### src/rtl/core/rcl_pkg.sv
// ---------------------------------------------------------------------------
// rcl_pkg
// Command and status codes of the ranked character list.
// ---------------------------------------------------------------------------
package rcl_pkg;

    typedef enum logic [1:0] {
        CMD_ADD,
        CMD_DELETE,
        CMD_GET,
        CMD_PRINT
    } cmd_t;

    typedef enum logic [2:0] {
        ST_GET,
        ST_PRINT,
        ST_EMPTY,
        ST_INVALID,
        ST_FULL
    } status_t;

endpackage

### src/rtl/core/ranked_char_list_top.sv
// Output: a get, an error or the empty marker moves from S_IDLE to S_PDATA or S_RESP and is
// registered in the output registers; print loads its first element the same way, then one a
// cycle while m_tready holds. Commands: s_tready is high only in S_IDLE, so add and delete hold
// the input until all moves through the single read and single write port of the element memory
// are done, and get, errors and print until their last beat is loaded; output stalls add to these.
// Reset: aresetn clears state, length and both valid flags; the element memory is not cleared.
// ---------------------------------------------------------------------------
// ranked_char_list_top
// Ordered byte list addressed by one-based rank, held in a one-port-read,
// one-port-write synchronous memory; inserts and deletes shift entries
// through a read-then-write pipeline.
// ---------------------------------------------------------------------------
module ranked_char_list_top
    import rcl_pkg::*;
#(
    parameter int CAPACITY = 32
) (
    input  logic        aclk,
    input  logic        aresetn,
    input  logic        s_tvalid,
    output logic        s_tready,
    input  logic [15:0] s_tdata,   // [7:0] rank, [15:8] item
    input  logic [1:0]  s_tuser,   // [1:0] command
    output logic        m_tvalid,
    input  logic        m_tready,
    output logic [7:0]  m_tdata,   // [7:0] value
    output logic [2:0]  m_tuser,   // [2:0] status
    output logic        m_tlast
);

    localparam int AW = (CAPACITY > 1) ? $clog2(CAPACITY) : 1;
    localparam int LW = $clog2(CAPACITY + 1);

    typedef enum logic [1:0] {
        S_IDLE,
        S_SHIFT,
        S_PDATA,
        S_RESP
    } state_t;

    state_t          state_reg;
    logic [LW-1:0]   len_reg;
    logic            is_ins_reg;
    logic [AW-1:0]   pos_reg;
    logic [7:0]      item_reg;
    logic [AW-1:0]   rd_addr_reg;
    logic [LW-1:0]   rd_left_reg;
    logic            mv_vld_reg;
    logic [AW-1:0]   mv_addr_reg;
    logic [7:0]      rdata_reg;
    logic [AW-1:0]   cnt_reg;
    logic [AW-1:0]   end_reg;
    status_t         dstat_reg;
    logic            m_tvalid_reg;
    logic [7:0]      m_value_reg;
    status_t         m_status_reg;
    logic            m_last_reg;

    logic [7:0]      mem [CAPACITY];

    cmd_t            in_cmd;
    logic [7:0]      in_rank;
    logic [7:0]      in_item;
    logic [7:0]      rank_m1;
    logic [AW-1:0]   pos;
    logic [LW-1:0]   len_m1;
    logic [8:0]      len9;
    logic [8:0]      rank9;
    logic            full;
    logic            add_bad;
    logic            rd_bad;
    logic            out_free;
    logic            m_load;

    logic            mem_we;
    logic [AW-1:0]   mem_waddr;
    logic [7:0]      mem_wdata;
    logic            mem_re;
    logic [AW-1:0]   mem_raddr;

    assign in_cmd   = cmd_t'(s_tuser);
    assign in_rank  = s_tdata[7:0];
    assign in_item  = s_tdata[15:8];
    assign rank_m1  = in_rank - 8'd1;
    assign pos      = rank_m1[AW-1:0];
    assign len_m1   = len_reg - LW'(1);
    assign len9     = 9'(len_reg);
    assign rank9    = {1'b0, in_rank};
    assign full     = (len_reg == LW'(CAPACITY));
    assign add_bad  = (in_rank == 8'd0) || (rank9 > (len9 + 9'd1));
    assign rd_bad   = (in_rank == 8'd0) || (rank9 > len9);
    assign out_free = !m_tvalid_reg || m_tready;
    assign m_load   = out_free && ((state_reg == S_PDATA) || (state_reg == S_RESP));

    assign s_tready = (state_reg == S_IDLE);
    assign m_tvalid = m_tvalid_reg;
    assign m_tdata  = m_value_reg;
    assign m_tuser  = m_status_reg;
    assign m_tlast  = m_last_reg;

    always_comb begin
        mem_re    = 1'b0;
        mem_raddr = rd_addr_reg;
        mem_we    = 1'b0;
        mem_waddr = mv_addr_reg;
        mem_wdata = rdata_reg;
        case (state_reg)
            S_IDLE: begin
                if (s_tvalid && (in_cmd == CMD_GET) && !rd_bad) begin
                    mem_re    = 1'b1;
                    mem_raddr = pos;
                end
                if (s_tvalid && (in_cmd == CMD_PRINT) && (len_reg != '0)) begin
                    mem_re    = 1'b1;
                    mem_raddr = '0;
                end
            end
            S_SHIFT: begin
                if (rd_left_reg != '0) begin
                    mem_re = 1'b1;
                end
                if (mv_vld_reg) begin
                    mem_we = 1'b1;
                end else if (rd_left_reg == '0) begin
                    mem_we    = is_ins_reg;
                    mem_waddr = pos_reg;
                    mem_wdata = item_reg;
                end
            end
            S_PDATA: begin
                if (out_free && (cnt_reg != end_reg)) begin
                    mem_re    = 1'b1;
                    mem_raddr = cnt_reg + AW'(1);
                end
            end
            default: begin
                mem_re = 1'b0;
            end
        endcase
    end

    always_ff @(posedge aclk) begin
        if (mem_we) begin
            mem[mem_waddr] <= mem_wdata;
        end
        if (mem_re) begin
            rdata_reg <= mem[mem_raddr];
        end
    end

    always_ff @(posedge aclk) begin
        if (!aresetn) begin
            state_reg    <= S_IDLE;
            len_reg      <= '0;
            mv_vld_reg   <= 1'b0;
            m_tvalid_reg <= 1'b0;
        end else begin
            m_tvalid_reg <= m_load || (m_tvalid_reg && !m_tready);
            mv_vld_reg   <= (state_reg == S_SHIFT) && (rd_left_reg != '0);
            case (state_reg)
                S_IDLE: begin
                    if (s_tvalid) begin
                        item_reg <= in_item;
                        pos_reg  <= pos;
                        case (in_cmd)
                            CMD_ADD: begin
                                if (full) begin
                                    dstat_reg <= ST_FULL;
                                    state_reg <= S_RESP;
                                end else if (add_bad) begin
                                    dstat_reg <= ST_INVALID;
                                    state_reg <= S_RESP;
                                end else begin
                                    is_ins_reg  <= 1'b1;
                                    rd_addr_reg <= len_m1[AW-1:0];
                                    rd_left_reg <= len_reg - LW'(rank_m1);
                                    state_reg   <= S_SHIFT;
                                end
                            end
                            CMD_DELETE: begin
                                if (rd_bad) begin
                                    dstat_reg <= ST_INVALID;
                                    state_reg <= S_RESP;
                                end else begin
                                    is_ins_reg  <= 1'b0;
                                    rd_addr_reg <= in_rank[AW-1:0];
                                    rd_left_reg <= len_reg - LW'(in_rank);
                                    state_reg   <= S_SHIFT;
                                end
                            end
                            CMD_GET: begin
                                if (rd_bad) begin
                                    dstat_reg <= ST_INVALID;
                                    state_reg <= S_RESP;
                                end else begin
                                    dstat_reg <= ST_GET;
                                    cnt_reg   <= pos;
                                    end_reg   <= pos;
                                    state_reg <= S_PDATA;
                                end
                            end
                            default: begin
                                if (len_reg == '0) begin
                                    dstat_reg <= ST_EMPTY;
                                    state_reg <= S_RESP;
                                end else begin
                                    dstat_reg <= ST_PRINT;
                                    cnt_reg   <= '0;
                                    end_reg   <= len_m1[AW-1:0];
                                    state_reg <= S_PDATA;
                                end
                            end
                        endcase
                    end
                end
                S_SHIFT: begin
                    if (rd_left_reg != '0) begin
                        rd_left_reg <= rd_left_reg - LW'(1);
                        rd_addr_reg <= is_ins_reg ? rd_addr_reg - AW'(1) : rd_addr_reg + AW'(1);
                        mv_addr_reg <= is_ins_reg ? rd_addr_reg + AW'(1) : rd_addr_reg - AW'(1);
                    end else if (!mv_vld_reg) begin
                        len_reg   <= is_ins_reg ? len_reg + LW'(1) : len_m1;
                        state_reg <= S_IDLE;
                    end
                end
                S_PDATA: begin
                    if (out_free) begin
                        m_status_reg <= dstat_reg;
                        m_value_reg  <= rdata_reg;
                        m_last_reg   <= (cnt_reg == end_reg);
                        if (cnt_reg == end_reg) begin
                            state_reg <= S_IDLE;
                        end else begin
                            cnt_reg <= cnt_reg + AW'(1);
                        end
                    end
                end
                S_RESP: begin
                    if (out_free) begin
                        m_status_reg <= dstat_reg;
                        m_value_reg  <= 8'd0;
                        m_last_reg   <= 1'b1;
                        state_reg    <= S_IDLE;
                    end
                end
                default: begin
                    state_reg <= S_IDLE;
                end
            endcase
        end
    end

endmodule

### config.mk
export PLATFORM = sky130hd
export DESIGN_NAME = ranked_char_list_top
export DESIGN_NICKNAME = d
export VERILOG_FILES = /design/src/rtl/core/rcl_pkg.sv /design/src/rtl/core/ranked_char_list_top.sv
export SDC_FILE = /design/constraint.sdc
export NUM_CORES = 1
export LEC_CHECK = 0
export BUFFER_PORTS_ARGS = -buffer_cell sky130_fd_sc_hd__buf_2
export CORE_ASPECT_RATIO = 0.6
export CORE_MARGIN = 3
export CORE_UTILIZATION = 60
export CTS_CLUSTER_DIAMETER = 120
export CTS_CLUSTER_SIZE = 30
export DETAILED_ROUTE_END_ITERATION = 8
export PLACE_DENSITY = 0.77
export SYNTH_ARGS = -nofsm -noshare
export SYNTH_HDL_FRONTEND = slang
export SYNTH_SLANG_ARGS = --single-unit
### constraint.sdc
create_clock -name aclk -period 4.6 [get_ports aclk]
set_input_delay 0.92 -clock aclk [delete_from_list [all_inputs] [get_ports aclk]]
set_output_delay 0.92 -clock aclk [all_outputs]
set_load 0.005 [all_outputs]
==> results.py <==
metrics = {
    "run_status": {
        "run_status": "completed",
    },
    "cells_and_area": {
        "design_area_um2": 15990,
        "largest_register_ffs": 256,
        "drive_above_1_share_pct": 11.84,
        "regMostFlops": "mem",
        "syn_to_final_growth_pct": 7.321,
        "antenna_cells": 0,
        "finalNetCount": 1177,
    },
    "pwr": {
        "p_leak_nw": 5.507,
        "power_density_nw_per_um2": 393.8,
        "irDropWorstVdd_uv": 282.1,
        "power_w": 0.006298,
    },
    "timing": {
        "fin_crit_sh_pct": 93.50,
        "hold_viol": 0,
        "finalMaxSlewViolations": 0,
        "layout_min_cycle_time_ns": 4.301,
        "relSlewSlack_pct": 39.99,
        "fmax_mhz": 232.5,
        "setup_tns_ns": 0,
        "fin_skew_ns": 0.02785,
        "setup_viol_count_final": 0,
        "holdWs_ns": 0.4347,
        "rsz0062_at_grt": "no",
        "tightest_slew_ns": 0.8969,
        "setup_ws_ns": 0.2988,
    },
    "global_routing": {
        "antenna_found_initial": 0,
        "grt_pass1_wl_um": 53570,
        "grt_pass1_vias": 8473,
        "grt-ovfl-total": 0,
        "grt_usage_pct": 26.53,
        "grt_max_degree": 45,
    },
    "floorplan": {
        "die_x_um": 209.5,
        "io_pins": 36,
        "rows": 43,
        "core_area_um2": 23730,
        "design.die.area_um2": 26820,
        "die_h_um": 128.1,
        "initial_core_util_pct": 62.81,
    },
    "place": {
        "place_area_um2": 15600,
        "dpl.hpwl_um": 25120,
        "numPortBuffers": 35,
        "place_ws_ns": 0.09917,
        "gp_congestion": 0.9313,
    },
    "logic_synthesis": {
        "synthXorXnorAreaFrac_pct": 2.586,
        "synthArstFlopShare_pct": 0,
        "syn_avg_cell_area_um2": 13.72,
        "synth_top_family_by_area": "simple AND/OR/NAND/NOR gates",
        "synth-compound-area-share_pct": 8.463,
        "synthAdderAreaFrac_pct": 2.317,
        "ys_seq_elements": 329,
        "synth.distinct_cells": 68,
        "synth-main-ff-cell": "edfxtp_1",
        "synth_mux_area_share_pct": 8.808,
        "synth_simple_gate_area_share_pct": 9.387,
        "synth_edf_count": 319,
        "syn-num-nets": 1135,
        "yosys_warnings": 0,
        "yosysSeqAreaShare_pct": 65.63,
        "syn_inst": 1086,
        "syn_area_um2": 14900,
    },
    "clocking": {
        "ctsHoldBuffers": 0,
        "cts_made_buffers": 14,
        "cts_htree_levels": 1,
        "clk_pin_slew_worst_paths_ns": 0.13,
        "cts_tree": "yes",
        "cts.sinks": 329,
        "cts_buffer_depth": 3,
        "worst_skew_pair.late_latency_ns": 0.52,
        "cts-root-buf": "clkbuf_16",
        "post_cts_resized": 0,
        "postCtsSetupRepairBufs": 0,
    },
    "route": {
        "drtIter0Drc": 1597,
        "via_per_inst": 6.426,
        "top_layer": "met4",
        "totalWireLength_um": 35660,
        "met3_length_um": 5085,
        "wl_met2_um": 13550,
        "postRouteAntennaNets": 0,
        "vias": 9298,
        "dr.pass1.iters": 6,
        "drc": 0,
        "avgRoutedWirePerCell_um": 24.64,
        "drt-met1-wl_um": 16520,
    },
    "worst_setup_path": {
        "crit_arrival_ns": 4.55,
        "required_ns": 4.84,
        "path_max_fanout": 25,
        "reg2reg_depth": 12,
        "slowest_delay_ns": 0.52,
        "crit_path_cell_trace": "inv_1, ha_1, and4b_1, a31oi_1, or3_4, o21ai_2, and3_4, buf_12, a21oi_1, a22oi_1, o22ai_1, a2111oi_1",
        "crit_slowest_cell": "and3_4",
        "start_kind": "register",
        "crit_type": "register to register",
        "worstSetupEndpointType": "register",
    },
    "hold_path": {
        "hold_depth": 0,
        "worstHoldPathType": "register to register",
    },
    "flow_run": {
        "maxCapViolCount": 0,
    },
}
-- kinds of logic after synthesis --
logic type / Yosys count
AND/OR/NAND/NOR: 290
buffers and inverters: 84
XOR/XNOR: 44
AO/OA/AOI/OAI: 191
multiplexers: 121
adder cells (fa/ha/maj): 27
flip-flops: 329
-- power breakdown --
part           internal (W)  total, W  switching, W
Clock              0.000608   0.00147      0.000865
Sequential          0.00352   0.00358     0.0000608
Combinational      0.000425   0.00124      0.000820
Total               0.00455   0.00630       0.00175
-- area by class of cell --
type	instances	area, um2
clock buffers	20	394.1
fillers	1654	7734
inverters	27	101.3
multi-input cells	673	4726
flip-flops and latches	329	9779
well taps	315	394.1
repair buffers	83	598.1
-- worst paths after layout --
path / start / endpoint / slack [ns]
max: len_reg[0] / rdata_reg[1] / 0.30
max reg2reg: len_reg[0] / rdata_reg[1] / 0.30
min: dstat_reg[1] / m_tuser[1] / 0.43
min reg2reg: dstat_reg[1] / m_tuser[1] / 0.43
-- synth_stat cells, types with 2 or more instances --
cell type  count  area [um2]
nand4_1        3       18.77
buf_6          6       67.56
o211ai_1       4       30.03
o31ai_1        2       15.01
nand2_1      110       412.9
dfxtp_1       10       200.2
or3_1          6       37.54
o21ai_1        5       25.02
a21o_1         3       22.52
nand3_2        2       20.02
a211oi_2       2       25.02
o22ai_1       28       175.2
nor3_1        17       85.08
and2_1         9       56.30
mux2_2        11       123.9
buf_4          9       67.56
a32oi_1       21       183.9
buf_2         19       95.09
xor2_1         6       52.55
nand2b_1      17       106.4
and3_1         5       31.28
and4b_1        3       30.03
nand3_1       20       100.1
nand3b_1       3       22.52
nor4_1         2       12.51
xnor2_1       38       332.8
nor4b_1        3       26.28
a31oi_1        4       25.02
nor3b_1        2       15.01
mux4_2         7       157.7
edfxtp_1     319        9579
clkbuf_1      22       82.58
a21oi_1       60       300.3
o21a_1         5       37.54
o21ai_0       23       115.1
a22oi_1       13       97.59
inv_1         27       101.4
nor3_2         3       30.03
nor2_1        67       251.5
or2_2          2       12.51
mux2i_1      103        1031
ha_1          26       325.3
nor2b_1        8       50.05
a2111oi_1      7       70.07
-- placed cells by master (no fill, tap or decap), types with 6 or more instances in the layout --
master	instances
dfxtp_1	10
a32oi_1	21
xnor2_1	38
xor2_1	6
nand2b_1	17
ha_1	26
a21oi_1	60
and2_1	9
nor2b_1	8
mux2_2	11
nor2_1	67
buf_2	35
nor3_1	17
o21ai_0	23
a2111oi_1	7
edfxtp_1	319
nand3_1	19
or3_1	6
inv_1	27
a22oi_1	13
mux4_2	7
mux2i_1	103
nand2_1	110
o22ai_1	28
clkbuf_16	15
buf_4	43
-- worst max-delay path, delay by kind of cell (launching register included) --
family / cells / cell delay [ns]
flip-flops: 1 / 0.38
buffers and inverters: 2 / 0.60
AND/OR/NAND/NOR: 3 / 1.28
adder cells (fa/ha/maj): 1 / 0.33
AO/OA/AOI/OAI: 6 / 1.42
-- stage by stage --
stage	instances	util, %
finish	1447	67.40
global route	1447	67.40
CTS	1447	67.40
detailed placement	1427	65.74
global placement	1427	65.74
floorplan	1086	-
-- layer usage --
| layer | track usage [%] | vias to the layer above |
|---|---|---|
| met5 | 0 | - |
| met4 | 3.580 | 0 |
| met3 | 9.416 | 37 |
| met2 | 32.89 | 530 |
| met1 | 44.94 | 4555 |
| li1 | - | 4176 |
Note: power is estimated with default switching activity, not from simulation.
